--- src/rtl/lsee_pkg.sv ---
// Package: shared types, codes and color helper for the LED strip effect engine.
`default_nettype none

package lsee_pkg;

  typedef enum logic [2:0] {
    ST_IDLE,
    ST_ADD,
    ST_DECIDE,
    ST_HEAD,
    ST_EMIT
  } state_t;

  localparam logic [2:0] KIND_TICK   = 3'd0;
  localparam logic [2:0] KIND_SOLID  = 3'd1;
  localparam logic [2:0] KIND_FLASH  = 3'd2;
  localparam logic [2:0] KIND_BREATH = 3'd3;
  localparam logic [2:0] KIND_SHIFT  = 3'd4;
  localparam logic [2:0] KIND_BLANK  = 3'd5;

  localparam logic [1:0] MODE_SOLID  = 2'd0;
  localparam logic [1:0] MODE_FLASH  = 2'd1;
  localparam logic [1:0] MODE_BREATH = 2'd2;
  localparam logic [1:0] MODE_SHIFT  = 2'd3;

  localparam logic [2:0] COLOR_BLACK  = 3'd0;
  localparam logic [2:0] COLOR_RED    = 3'd1;
  localparam logic [2:0] COLOR_GREEN  = 3'd2;
  localparam logic [2:0] COLOR_BLUE   = 3'd3;
  localparam logic [2:0] COLOR_YELLOW = 3'd4;

  localparam logic [2:0] REG_BRIGHTNESS         = 3'd0;
  localparam logic [2:0] REG_DEFAULT_BRIGHTNESS = 3'd1;
  localparam logic [2:0] REG_FLASH_INTERVAL     = 3'd2;
  localparam logic [2:0] REG_BREATH_INTERVAL    = 3'd3;
  localparam logic [2:0] REG_SHIFT_INTERVAL     = 3'd4;

  localparam logic [5:0] PHASE_RISE   = 6'd0;
  localparam logic [5:0] PHASE_TOP    = 6'd1;
  localparam logic [5:0] PHASE_FALL   = 6'd2;
  localparam logic [5:0] PHASE_BOTTOM = 6'd3;

  localparam logic [7:0]  RST_BRIGHTNESS      = 8'd100;
  localparam logic [15:0] RST_FLASH_INTERVAL  = 16'd500;
  localparam logic [15:0] RST_BREATH_INTERVAL = 16'd20;
  localparam logic [15:0] RST_SHIFT_INTERVAL  = 16'd50;

  localparam logic [16:0] ELAPSED_MAX  = 17'h1FFFF;
  localparam logic [8:0]  BREATH_STEP  = 9'd3;
  localparam logic [8:0]  BREATH_FLOOR = 9'd3;
  localparam logic [7:0]  BREATH_MIN   = 8'd2;
  localparam logic [8:0]  BG_LEVEL     = 9'd5;
  localparam logic [7:0]  FADE_STEP    = 8'd20;
  localparam int          COMET_LEN    = 5;

  function automatic logic [23:0] grb_of(input logic [2:0] color, input logic [8:0] lvl);
    logic [7:0] v;
    v = lvl[8] ? 8'hFF : lvl[7:0];
    case (color)
      COLOR_RED:    grb_of = {8'h00, v, 8'h00};
      COLOR_GREEN:  grb_of = {v, 8'h00, 8'h00};
      COLOR_BLUE:   grb_of = {8'h00, 8'h00, v};
      COLOR_YELLOW: grb_of = {v, v, 8'h00};
      default:      grb_of = 24'h000000;
    endcase
  endfunction

endpackage

`default_nettype wire

--- src/rtl/led_strip_effect_engine_unit.sv ---
// Top level: LED strip effect engine with sequencer, shared adder and dot walker.
`default_nettype none

// The engine takes one item at a time and holds in_stall high while busy.
// A command (solid, flash, breath, shift) sets the mode state and emits nothing.
// A tick uses the shared adder for the elapsed update, then for the
// interval decision and, when the dots change, walks DOT_COUNT dots at one
// GRB word per cycle from dot 0 up, last set on the final dot; a shift tick
// first passes through head reduction. Blank and solid ticks go straight to the
// walk. The walk pauses while out_stall holds the output register, and the
// next item is taken as soon as the final dot sits in that register.
module led_strip_effect_engine_unit #(
  parameter int DOT_COUNT = 16
) (
  input  wire logic        clk,
  input  wire logic        rst,
  input  wire logic        cfg_write,
  input  wire logic [2:0]  cfg_index,
  input  wire logic [15:0] cfg_data,
  input  wire logic        in_valid,
  output logic             in_stall,
  input  wire logic [2:0]  kind,
  input  wire logic [2:0]  color,
  input  wire logic [7:0]  period,
  output logic             out_valid,
  input  wire logic        out_stall,
  output logic [5:0]       dot_index,
  output logic [23:0]      grb_word,
  output logic             last
);

  localparam int         DOT_W    = $clog2(DOT_COUNT);
  localparam logic [DOT_W-1:0] DOT_LAST = DOT_W'(DOT_COUNT - 1);
  localparam logic [6:0] DOT_N7   = 7'(DOT_COUNT);
  localparam logic [5:0] HEAD_MAX = 6'(DOT_COUNT - 1);

  lsee_pkg::state_t state, state_next;

  logic [7:0]  brightness;
  logic [7:0]  default_brightness;
  logic [15:0] flash_interval;
  logic [15:0] breath_interval;
  logic [15:0] shift_interval;

  logic [1:0]  mode, mode_next;
  logic [2:0]  active_color, active_color_next;
  logic [16:0] elapsed, elapsed_next;
  logic [5:0]  phase, phase_next;
  logic [8:0]  level, level_next;

  logic [7:0]  op_period, op_period_next;
  logic [16:0] acc, acc_next;
  logic [2:0]  emit_color, emit_color_next;
  logic [8:0]  emit_level, emit_level_next;
  logic        emit_shift, emit_shift_next;
  logic [DOT_W-1:0] dot, dot_next;
  logic [DOT_W-1:0] dot_dist, dot_dist_next;

  logic        out_valid_next;
  logic [5:0]  dot_index_next;
  logic [23:0] grb_word_next;
  logic        last_next;

  logic [17:0] alu_a, alu_b, alu_res;
  logic        alu_sub;

  logic [7:0]  fade;
  logic [8:0]  shift_level;

  assign alu_res  = alu_sub ? (alu_a - alu_b) : (alu_a + alu_b);
  assign in_stall = (state != lsee_pkg::ST_IDLE);

  always_comb begin
    case (dot_dist)
      DOT_W'(0): fade = 8'd0;
      DOT_W'(1): fade = lsee_pkg::FADE_STEP;
      DOT_W'(2): fade = 8'(2 * lsee_pkg::FADE_STEP);
      DOT_W'(3): fade = 8'(3 * lsee_pkg::FADE_STEP);
      DOT_W'(4): fade = 8'(4 * lsee_pkg::FADE_STEP);
      default:   fade = 8'd0;
    endcase
    if (dot_dist < DOT_W'(lsee_pkg::COMET_LEN)) begin
      shift_level = (brightness >= fade) ? {1'b0, brightness - fade} : level;
    end else begin
      shift_level = (brightness == default_brightness) ? lsee_pkg::BG_LEVEL : 9'd0;
    end
  end

  always_comb begin
    state_next        = state;
    mode_next         = mode;
    active_color_next = active_color;
    elapsed_next      = elapsed;
    phase_next        = phase;
    level_next        = level;
    op_period_next    = op_period;
    acc_next          = acc;
    emit_color_next   = emit_color;
    emit_level_next   = emit_level;
    emit_shift_next   = emit_shift;
    dot_next          = dot;
    dot_dist_next     = dot_dist;
    out_valid_next    = out_valid && out_stall;
    dot_index_next    = dot_index;
    grb_word_next     = grb_word;
    last_next         = last;
    alu_a             = '0;
    alu_b             = '0;
    alu_sub           = 1'b0;

    case (state)
      lsee_pkg::ST_IDLE: begin
        if (in_valid) begin
          op_period_next  = period;
          emit_shift_next = 1'b0;
          dot_next        = '0;
          case (kind)
            lsee_pkg::KIND_TICK: begin
              if (mode == lsee_pkg::MODE_SOLID) begin
                emit_color_next = active_color;
                emit_level_next = {1'b0, brightness};
                state_next      = lsee_pkg::ST_EMIT;
              end else begin
                state_next = lsee_pkg::ST_ADD;
              end
            end
            lsee_pkg::KIND_SOLID: begin
              mode_next         = lsee_pkg::MODE_SOLID;
              active_color_next = color;
            end
            lsee_pkg::KIND_FLASH: begin
              mode_next         = lsee_pkg::MODE_FLASH;
              active_color_next = color;
              elapsed_next      = '0;
            end
            lsee_pkg::KIND_BREATH: begin
              mode_next         = lsee_pkg::MODE_BREATH;
              active_color_next = color;
              elapsed_next      = '0;
              phase_next        = lsee_pkg::PHASE_RISE;
              level_next        = {1'b0, brightness};
            end
            lsee_pkg::KIND_SHIFT: begin
              mode_next         = lsee_pkg::MODE_SHIFT;
              active_color_next = color;
              elapsed_next      = '0;
              phase_next        = '0;
            end
            lsee_pkg::KIND_BLANK: begin
              emit_color_next = lsee_pkg::COLOR_BLACK;
              emit_level_next = '0;
              state_next      = lsee_pkg::ST_EMIT;
            end
            default: ;
          endcase
        end
      end

      lsee_pkg::ST_ADD: begin
        alu_a      = {1'b0, elapsed};
        alu_b      = {10'd0, op_period};
        acc_next   = alu_res[17] ? lsee_pkg::ELAPSED_MAX : alu_res[16:0];
        state_next = lsee_pkg::ST_DECIDE;
      end

      lsee_pkg::ST_DECIDE: begin
        alu_a      = {9'd0, level};
        alu_b      = {9'd0, lsee_pkg::BREATH_STEP};
        alu_sub    = (phase == lsee_pkg::PHASE_FALL);
        state_next = lsee_pkg::ST_IDLE;
        case (mode)
          lsee_pkg::MODE_FLASH: begin
            if (elapsed > {1'b0, flash_interval}) begin
              emit_color_next = (phase != 6'd0) ? active_color : lsee_pkg::COLOR_BLACK;
              emit_level_next = {1'b0, brightness};
              phase_next      = (phase != 6'd0) ? 6'd0 : 6'd1;
              elapsed_next    = {9'd0, op_period};
              state_next      = lsee_pkg::ST_EMIT;
            end else begin
              elapsed_next = acc;
            end
          end
          lsee_pkg::MODE_BREATH: begin
            if (brightness <= lsee_pkg::BREATH_MIN) begin
              level_next      = {1'b0, brightness};
              emit_color_next = lsee_pkg::COLOR_BLACK;
              emit_level_next = '0;
              state_next      = lsee_pkg::ST_EMIT;
            end else begin
              case (phase)
                lsee_pkg::PHASE_RISE, lsee_pkg::PHASE_FALL: begin
                  if ((phase == lsee_pkg::PHASE_RISE) ? (level < {1'b0, brightness})
                                                      : (level > lsee_pkg::BREATH_FLOOR)) begin
                    if (acc > {1'b0, breath_interval}) begin
                      emit_color_next = active_color;
                      emit_level_next = level;
                      level_next      = alu_res[8:0];
                      elapsed_next    = '0;
                      state_next      = lsee_pkg::ST_EMIT;
                    end else begin
                      elapsed_next = acc;
                    end
                  end else begin
                    phase_next   = phase + 6'd1;
                    elapsed_next = '0;
                  end
                end
                lsee_pkg::PHASE_TOP, lsee_pkg::PHASE_BOTTOM: begin
                  if (acc > {1'b0, breath_interval}) begin
                    phase_next   = {4'd0, phase[1:0] + 2'd1};
                    elapsed_next = '0;
                  end else begin
                    elapsed_next = acc;
                  end
                end
                default: ;
              endcase
            end
          end
          lsee_pkg::MODE_SHIFT: begin
            if (acc > {1'b0, shift_interval}) begin
              elapsed_next = '0;
              state_next   = lsee_pkg::ST_HEAD;
            end else begin
              elapsed_next = acc;
            end
          end
          default: ;
        endcase
      end

      lsee_pkg::ST_HEAD: begin
        alu_a   = {12'd0, phase};
        alu_b   = 18'(DOT_COUNT);
        alu_sub = 1'b1;
        if ({1'b0, phase} >= DOT_N7) begin
          phase_next = alu_res[5:0];
        end else begin
          dot_dist_next   = phase[DOT_W-1:0];
          phase_next      = (phase == HEAD_MAX) ? 6'd0 : phase + 6'd1;
          emit_color_next = active_color;
          emit_shift_next = 1'b1;
          state_next      = lsee_pkg::ST_EMIT;
        end
      end

      lsee_pkg::ST_EMIT: begin
        if (!out_valid || !out_stall) begin
          out_valid_next = 1'b1;
          dot_index_next = 6'(dot);
          last_next      = (dot == DOT_LAST);
          if (emit_shift) begin
            level_next    = shift_level;
            grb_word_next = lsee_pkg::grb_of(emit_color, shift_level);
            dot_dist_next = (dot_dist == '0) ? DOT_LAST : dot_dist - DOT_W'(1);
          end else begin
            grb_word_next = lsee_pkg::grb_of(emit_color, emit_level);
          end
          dot_next = dot + DOT_W'(1);
          if (dot == DOT_LAST) begin
            state_next = lsee_pkg::ST_IDLE;
          end
        end
      end

      default: state_next = lsee_pkg::ST_IDLE;
    endcase
  end

  always_ff @(posedge clk) begin
    if (rst) begin
      state              <= lsee_pkg::ST_IDLE;
      brightness         <= lsee_pkg::RST_BRIGHTNESS;
      default_brightness <= lsee_pkg::RST_BRIGHTNESS;
      flash_interval     <= lsee_pkg::RST_FLASH_INTERVAL;
      breath_interval    <= lsee_pkg::RST_BREATH_INTERVAL;
      shift_interval     <= lsee_pkg::RST_SHIFT_INTERVAL;
      mode               <= lsee_pkg::MODE_SOLID;
      active_color       <= lsee_pkg::COLOR_BLACK;
      elapsed            <= '0;
      phase              <= '0;
      level              <= '0;
      out_valid          <= 1'b0;
    end else begin
      state        <= state_next;
      mode         <= mode_next;
      active_color <= active_color_next;
      elapsed      <= elapsed_next;
      phase        <= phase_next;
      level        <= level_next;
      out_valid    <= out_valid_next;
      if (cfg_write) begin
        case (cfg_index)
          lsee_pkg::REG_BRIGHTNESS:         brightness         <= cfg_data[7:0];
          lsee_pkg::REG_DEFAULT_BRIGHTNESS: default_brightness <= cfg_data[7:0];
          lsee_pkg::REG_FLASH_INTERVAL:     flash_interval     <= cfg_data;
          lsee_pkg::REG_BREATH_INTERVAL:    breath_interval    <= cfg_data;
          lsee_pkg::REG_SHIFT_INTERVAL:     shift_interval     <= cfg_data;
          default: ;
        endcase
      end
    end
  end

  always_ff @(posedge clk) begin
    op_period  <= op_period_next;
    acc        <= acc_next;
    emit_color <= emit_color_next;
    emit_level <= emit_level_next;
    emit_shift <= emit_shift_next;
    dot        <= dot_next;
    dot_dist   <= dot_dist_next;
    dot_index  <= dot_index_next;
    grb_word   <= grb_word_next;
    last       <= last_next;
  end

  a_last_on_final_dot: assert property (@(posedge clk) disable iff (rst)
    out_valid && last |-> dot_index == HEAD_MAX)
    else $error("last flag on a dot other than the final one");

  a_walk_continues: assert property (@(posedge clk) disable iff (rst)
    out_valid && !last |-> state == lsee_pkg::ST_EMIT)
    else $error("walk left before the final dot");

  a_next_dot_follows: assert property (@(posedge clk) disable iff (rst)
    out_valid && !out_stall && !last |=> out_valid)
    else $error("gap in the dot walk");

  a_blank_walks: assert property (@(posedge clk) disable iff (rst)
    in_valid && !in_stall && kind == lsee_pkg::KIND_BLANK |=> state == lsee_pkg::ST_EMIT)
    else $error("blank item did not start a walk");

endmodule

`default_nettype wire

--- config.mk ---
export PLATFORM = sky130hd
export DESIGN_NAME = led_strip_effect_engine_unit
export DESIGN_NICKNAME = d
export VERILOG_FILES = /design/src/rtl/lsee_pkg.sv /design/src/rtl/led_strip_effect_engine_unit.sv
export SDC_FILE = /design/constraint.sdc
export NUM_CORES = 1
export LEC_CHECK = 0
export BUFFER_PORTS_ARGS = -buffer_cell sky130_fd_sc_hd__buf_2
export CAP_MARGIN = 20
export CORE_MARGIN = 5
export CORE_UTILIZATION = 45
export CTS_CLUSTER_SIZE = 10
export DETAILED_ROUTE_END_ITERATION = 8
export GPL_TIMING_DRIVEN = 0
export SKIP_CTS_REPAIR_TIMING = 1
export SYNTH_ARGS = -nofsm -noshare
export SYNTH_HDL_FRONTEND = slang
export SYNTH_SLANG_ARGS = --single-unit
--- constraint.sdc ---
create_clock -name clk -period 4.35 [get_ports clk]
set_input_delay 0.2175 -clock clk [delete_from_list [all_inputs] [get_ports clk]]
set_output_delay 0.2175 -clock clk [all_outputs]
set_load 0.01 [all_outputs]
==> results_dict.tcl <==
set metrics [dict create \
    layout_commonest_cell "sky130_fd_sc_hd__nand2_1" \
    timing_worst_setup_path_type "flop to flop" \
    final_net_count 1463 \
    area_growth_pct 14.7 \
    maxCapViolCount 0 \
    grt_pass1_vias 9164 \
    worst_skew_pair.late_latency_ns 0.43 \
    cp.buffers_inverters 6 \
    slew_worst_pin_ns 1.06 \
    timing.final.setup_violations 0 \
    vias 9635 \
    ys_flop_type "sky130_fd_sc_hd__dfxtp_1" \
    fin_skew_ns 0.0139 \
    cts_sinks 180 \
    timing.critical_path.to_type "flop" \
    fill_cells 2390 \
    critical_path.startpoint_type "flop" \
    rr_endpoint "acc[3]" \
    worstPathMaxFanout 13 \
    finalWorstSetupSlack_ns 0.109 \
    synth.cell_area_um2 10900 \
    path_delay_family "simple AND/OR/NAND/NOR gates" \
    synthArstFlopShare 0 \
    synth_top_family_by_area "compound AO/OA/AOI/OAI gates" \
    timing.final.crit_share 0.975 \
    global_route.overflow_total 0 \
    starting_density_of_the_core 0.453 \
    cts.htree.levels 4 \
    drc 0 \
    regToRegStartpoint "state[2]" \
    fin_cells 1672 \
    arrival_ns 4.41 \
    min_path_type "primary input to flop" \
    max-clock-path-buffers 2 \
    synth-warning-count 0 \
    routed_wirelength_um 32500 \
    drtIter0Drc 606 \
    synth_enable_flop_cells 75 \
    grt_first_pass_wirelength_um 50300 \
    synth_compound_area_frac 0.212 \
    fp.dieArea_um2 27500 \
    mean_post_synth_cell_area_um2 8.86 \
    gpl.final_weighted_congestion 0.930 \
    num_io_pins 71 \
    ordered_list_of_cells_on_the_worst_path "buf_2 -> or3b_1 -> buf_2 -> clkinvlp_4 -> buf_12 -> nand2_1 -> nand2_1 -> inv_1 -> ha_1 -> nor2_1 -> xor2_1 -> ha_1 -> o21ai_0 -> a2111oi_4 -> o21ai_2 -> a31oi_4 -> or4_4 -> nand3_4 -> buf_6 -> nand2_1" \
    io_buffers 65 \
    final_cell_mix "sky130_fd_sc_hd__nand2_1 (181), sky130_fd_sc_hd__dfxtp_1 (105), sky130_fd_sc_hd__nor2_1 (99)" \
    report.final.slew_viol_count 0 \
    synth_cell_type_count 91 \
    maxClockFrequency_mhz 236 \
    timing.critical_path.slowest_cell_delay_ns 0.45 \
    minimum_clock_period_after_layout_ns 4.24 \
    worst-endpoint-required_ns 4.52 \
    number_of_endpoints_with_negative_hold_slack_in_the_final_report 0 \
    clock_tree.root_cell "sky130_fd_sc_hd__clkbuf_16" \
    timing.reg2reg.setup_slack_ns 0.11 \
    power_density_cells_nw_per_um2 346 \
    worstSetupStartpoint "state[2]" \
    pin_count_of_the_biggest_net_entering_global_routing 30 \
    post_synth_and_or_nand_nor_area_fraction 0.191 \
    synth.yosys.seq_area_share 0.398 \
    routedWlPerCell_um 19.4 \
    min_to "active_color[0]" \
    synth-adder-area-share 0.104 \
    grt.total_usage 0.228 \
    hold_crit_depth 3 \
    fp.dieH_um 166 \
    slew_headroom 0.286 \
    fraction_of_layout_instances_using_a_drive_strength_above_1 0.129 \
    mux_share_of_post_synthesis_cell_area 0.0214 \
    grt_antenna_before_repair 0 \
    preCtsSetupSlack_ns -0.905 \
    p_leak_nw 4.96 \
    fp.dieW_um 166 \
    critical-path-slowest-cell "sky130_fd_sc_hd__or4_4" \
    core.rowCount 57 \
    run_status "finished, final reports clean" \
    reg2reg_depth 20 \
    core_area_um2 24100 \
    drt_pre_antenna_iters 5 \
    detailed_place_hpwl_um 25000 \
    synthXorXnorAreaFrac 0.0224 \
    clkTransAtPathRegs_ns 0.07 \
    worst_hold_startpoint "color[0]" \
    post-place-cells 1624 \
    via_per_instance_ratio 5.76 \
    route.antenna.remaining_nets 0 \
    cts-buffers-inserted 17 \
    post_synth_inst_count 1234 \
    cp_common_cell "sky130_fd_sc_hd__nand2_1" \
    num_antenna_cells 0 \
    ys_seq_elements 180 \
    clock_tree_from_tritoncts "yes" \
    worst_ir_drop_vdd_mv 0.224 \
]
[power breakdown]
| part | switching (mW) | total [mW] | internal [mW] |
|---|---|---|---|
| Sequential | 0.0597 | 1.95 | 1.89 |
| Clock | 0.759 | 1.52 | 0.764 |
| Combinational | 0.533 | 0.861 | 0.328 |
[metrics by stage]
step	area [um2]	hold WS, ns	TNS, ns	util	power, mW
after floorplan	10900	0.316	0	-	2.51
after global placement	11700	0.394	-13.17	0.484	2.76
after detailed placement	11700	0.396	-14.38	0.484	2.78
after CTS	12200	-0.0492	-14.85	0.508	4.28
after global routing	12500	0.0503	-0.702	0.520	4.52
final	12500	0.0214	0	0.520	4.33
[layer usage]
layer | up-vias | part of all wire | wire length [um] | global-route usage
met4 | 0 | 0.024 | 771 | 0.0717
met2 | 245 | 0.49 | 15800 | 0.389
met3 | 54 | 0.042 | 1370 | 0.0348
li1 | 4693 | - | - | -
met5 | - | 0 | 0 | 0
met1 | 4643 | 0.45 | 14500 | 0.299
[worst min-delay path, cell delays in order]
cell,delay (ns)
sky130_fd_sc_hd__buf_2,0.07
sky130_fd_sc_hd__mux2i_1,0.05
sky130_fd_sc_hd__nor2_1,0.07
[final cells by class]
type / instances / area, um2 / share of cell area
Clock buffer: 18 / 429 / 0.0342
Clock inverter: 14 / 140 / 0.0112
Tap cell: 324 / 405 / 0.0324
Timing Repair Buffer: 81 / 483 / 0.0385
Inverter: 85 / 323 / 0.0258
Sequential cell: 180 / 4350 / 0.347
Buffer: 54 / 255 / 0.0204
Multi-Input combinational cell: 916 / 6140 / 0.490
[sequential cells by signal, indices dropped and copies added (netlist names), 9 cells and up]
register / cells
grb_word: 24
acc: 17
elapsed: 17
breath_interval: 16
flash_interval: 16
shift_interval: 16
emit_level: 9
level: 9
[cells in the mapped netlist, types with 6 or more instances]
master / number / share of area
sky130_fd_sc_hd__nand2_1: 181 / 0.062
sky130_fd_sc_hd__dfxtp_1: 105 / 0.19
sky130_fd_sc_hd__nor2_1: 99 / 0.034
sky130_fd_sc_hd__a21oi_1: 91 / 0.042
sky130_fd_sc_hd__ha_1: 88 / 0.10
sky130_fd_sc_hd__inv_1: 82 / 0.028
sky130_fd_sc_hd__edfxtp_1: 75 / 0.21
sky130_fd_sc_hd__o21ai_0: 51 / 0.023
sky130_fd_sc_hd__clkbuf_1: 38 / 0.013
sky130_fd_sc_hd__nor3_1: 23 / 0.011
sky130_fd_sc_hd__and3_1: 22 / 0.013
sky130_fd_sc_hd__o211ai_1: 21 / 0.014
sky130_fd_sc_hd__mux2i_1: 20 / 0.018
sky130_fd_sc_hd__nand3_1: 19 / 0.0087
sky130_fd_sc_hd__a21o_1: 17 / 0.012
sky130_fd_sc_hd__a22o_1: 17 / 0.014
sky130_fd_sc_hd__a211oi_1: 16 / 0.011
sky130_fd_sc_hd__nor2b_1: 16 / 0.0092
sky130_fd_sc_hd__o31ai_1: 14 / 0.0096
sky130_fd_sc_hd__xnor2_1: 14 / 0.011
sky130_fd_sc_hd__xor2_1: 14 / 0.011
sky130_fd_sc_hd__nand2b_1: 10 / 0.0057
sky130_fd_sc_hd__o22ai_1: 10 / 0.0057
sky130_fd_sc_hd__a31oi_1: 9 / 0.0052
sky130_fd_sc_hd__nand3b_1: 8 / 0.0055
sky130_fd_sc_hd__nand4_1: 8 / 0.0046
sky130_fd_sc_hd__nor4_1: 8 / 0.0046
sky130_fd_sc_hd__buf_2: 7 / 0.0032
sky130_fd_sc_hd__o21a_1: 7 / 0.0048
sky130_fd_sc_hd__o31a_1: 7 / 0.0056
sky130_fd_sc_hd__and2_1: 6 / 0.0034
sky130_fd_sc_hd__or2_2: 6 / 0.0034
[worst max path at each step]
stage | to | depth (start not counted)
after floorplan | acc[3] | 21
after global placement | acc[3] | 20
after detailed placement | acc[3] | 21
after CTS | acc[6] | 21
after global routing | acc[15] | 20
final | acc[3] | 20
[cells by family (layout without fill, tap and decap cells)]
| group | after synthesis | after routing |
|---|---|---|
| compound gates | 336 | 336 |
| xor+xnor | 28 | 28 |
| fa+ha+maj | 90 | 90 |
| buf+inv | 139 | 252 |
| flops | 180 | 180 |
| mux | 23 | 23 |
| other cells | 1 | 2 |
| simple gates | 437 | 437 |
(Power assumes the default switching activity.)
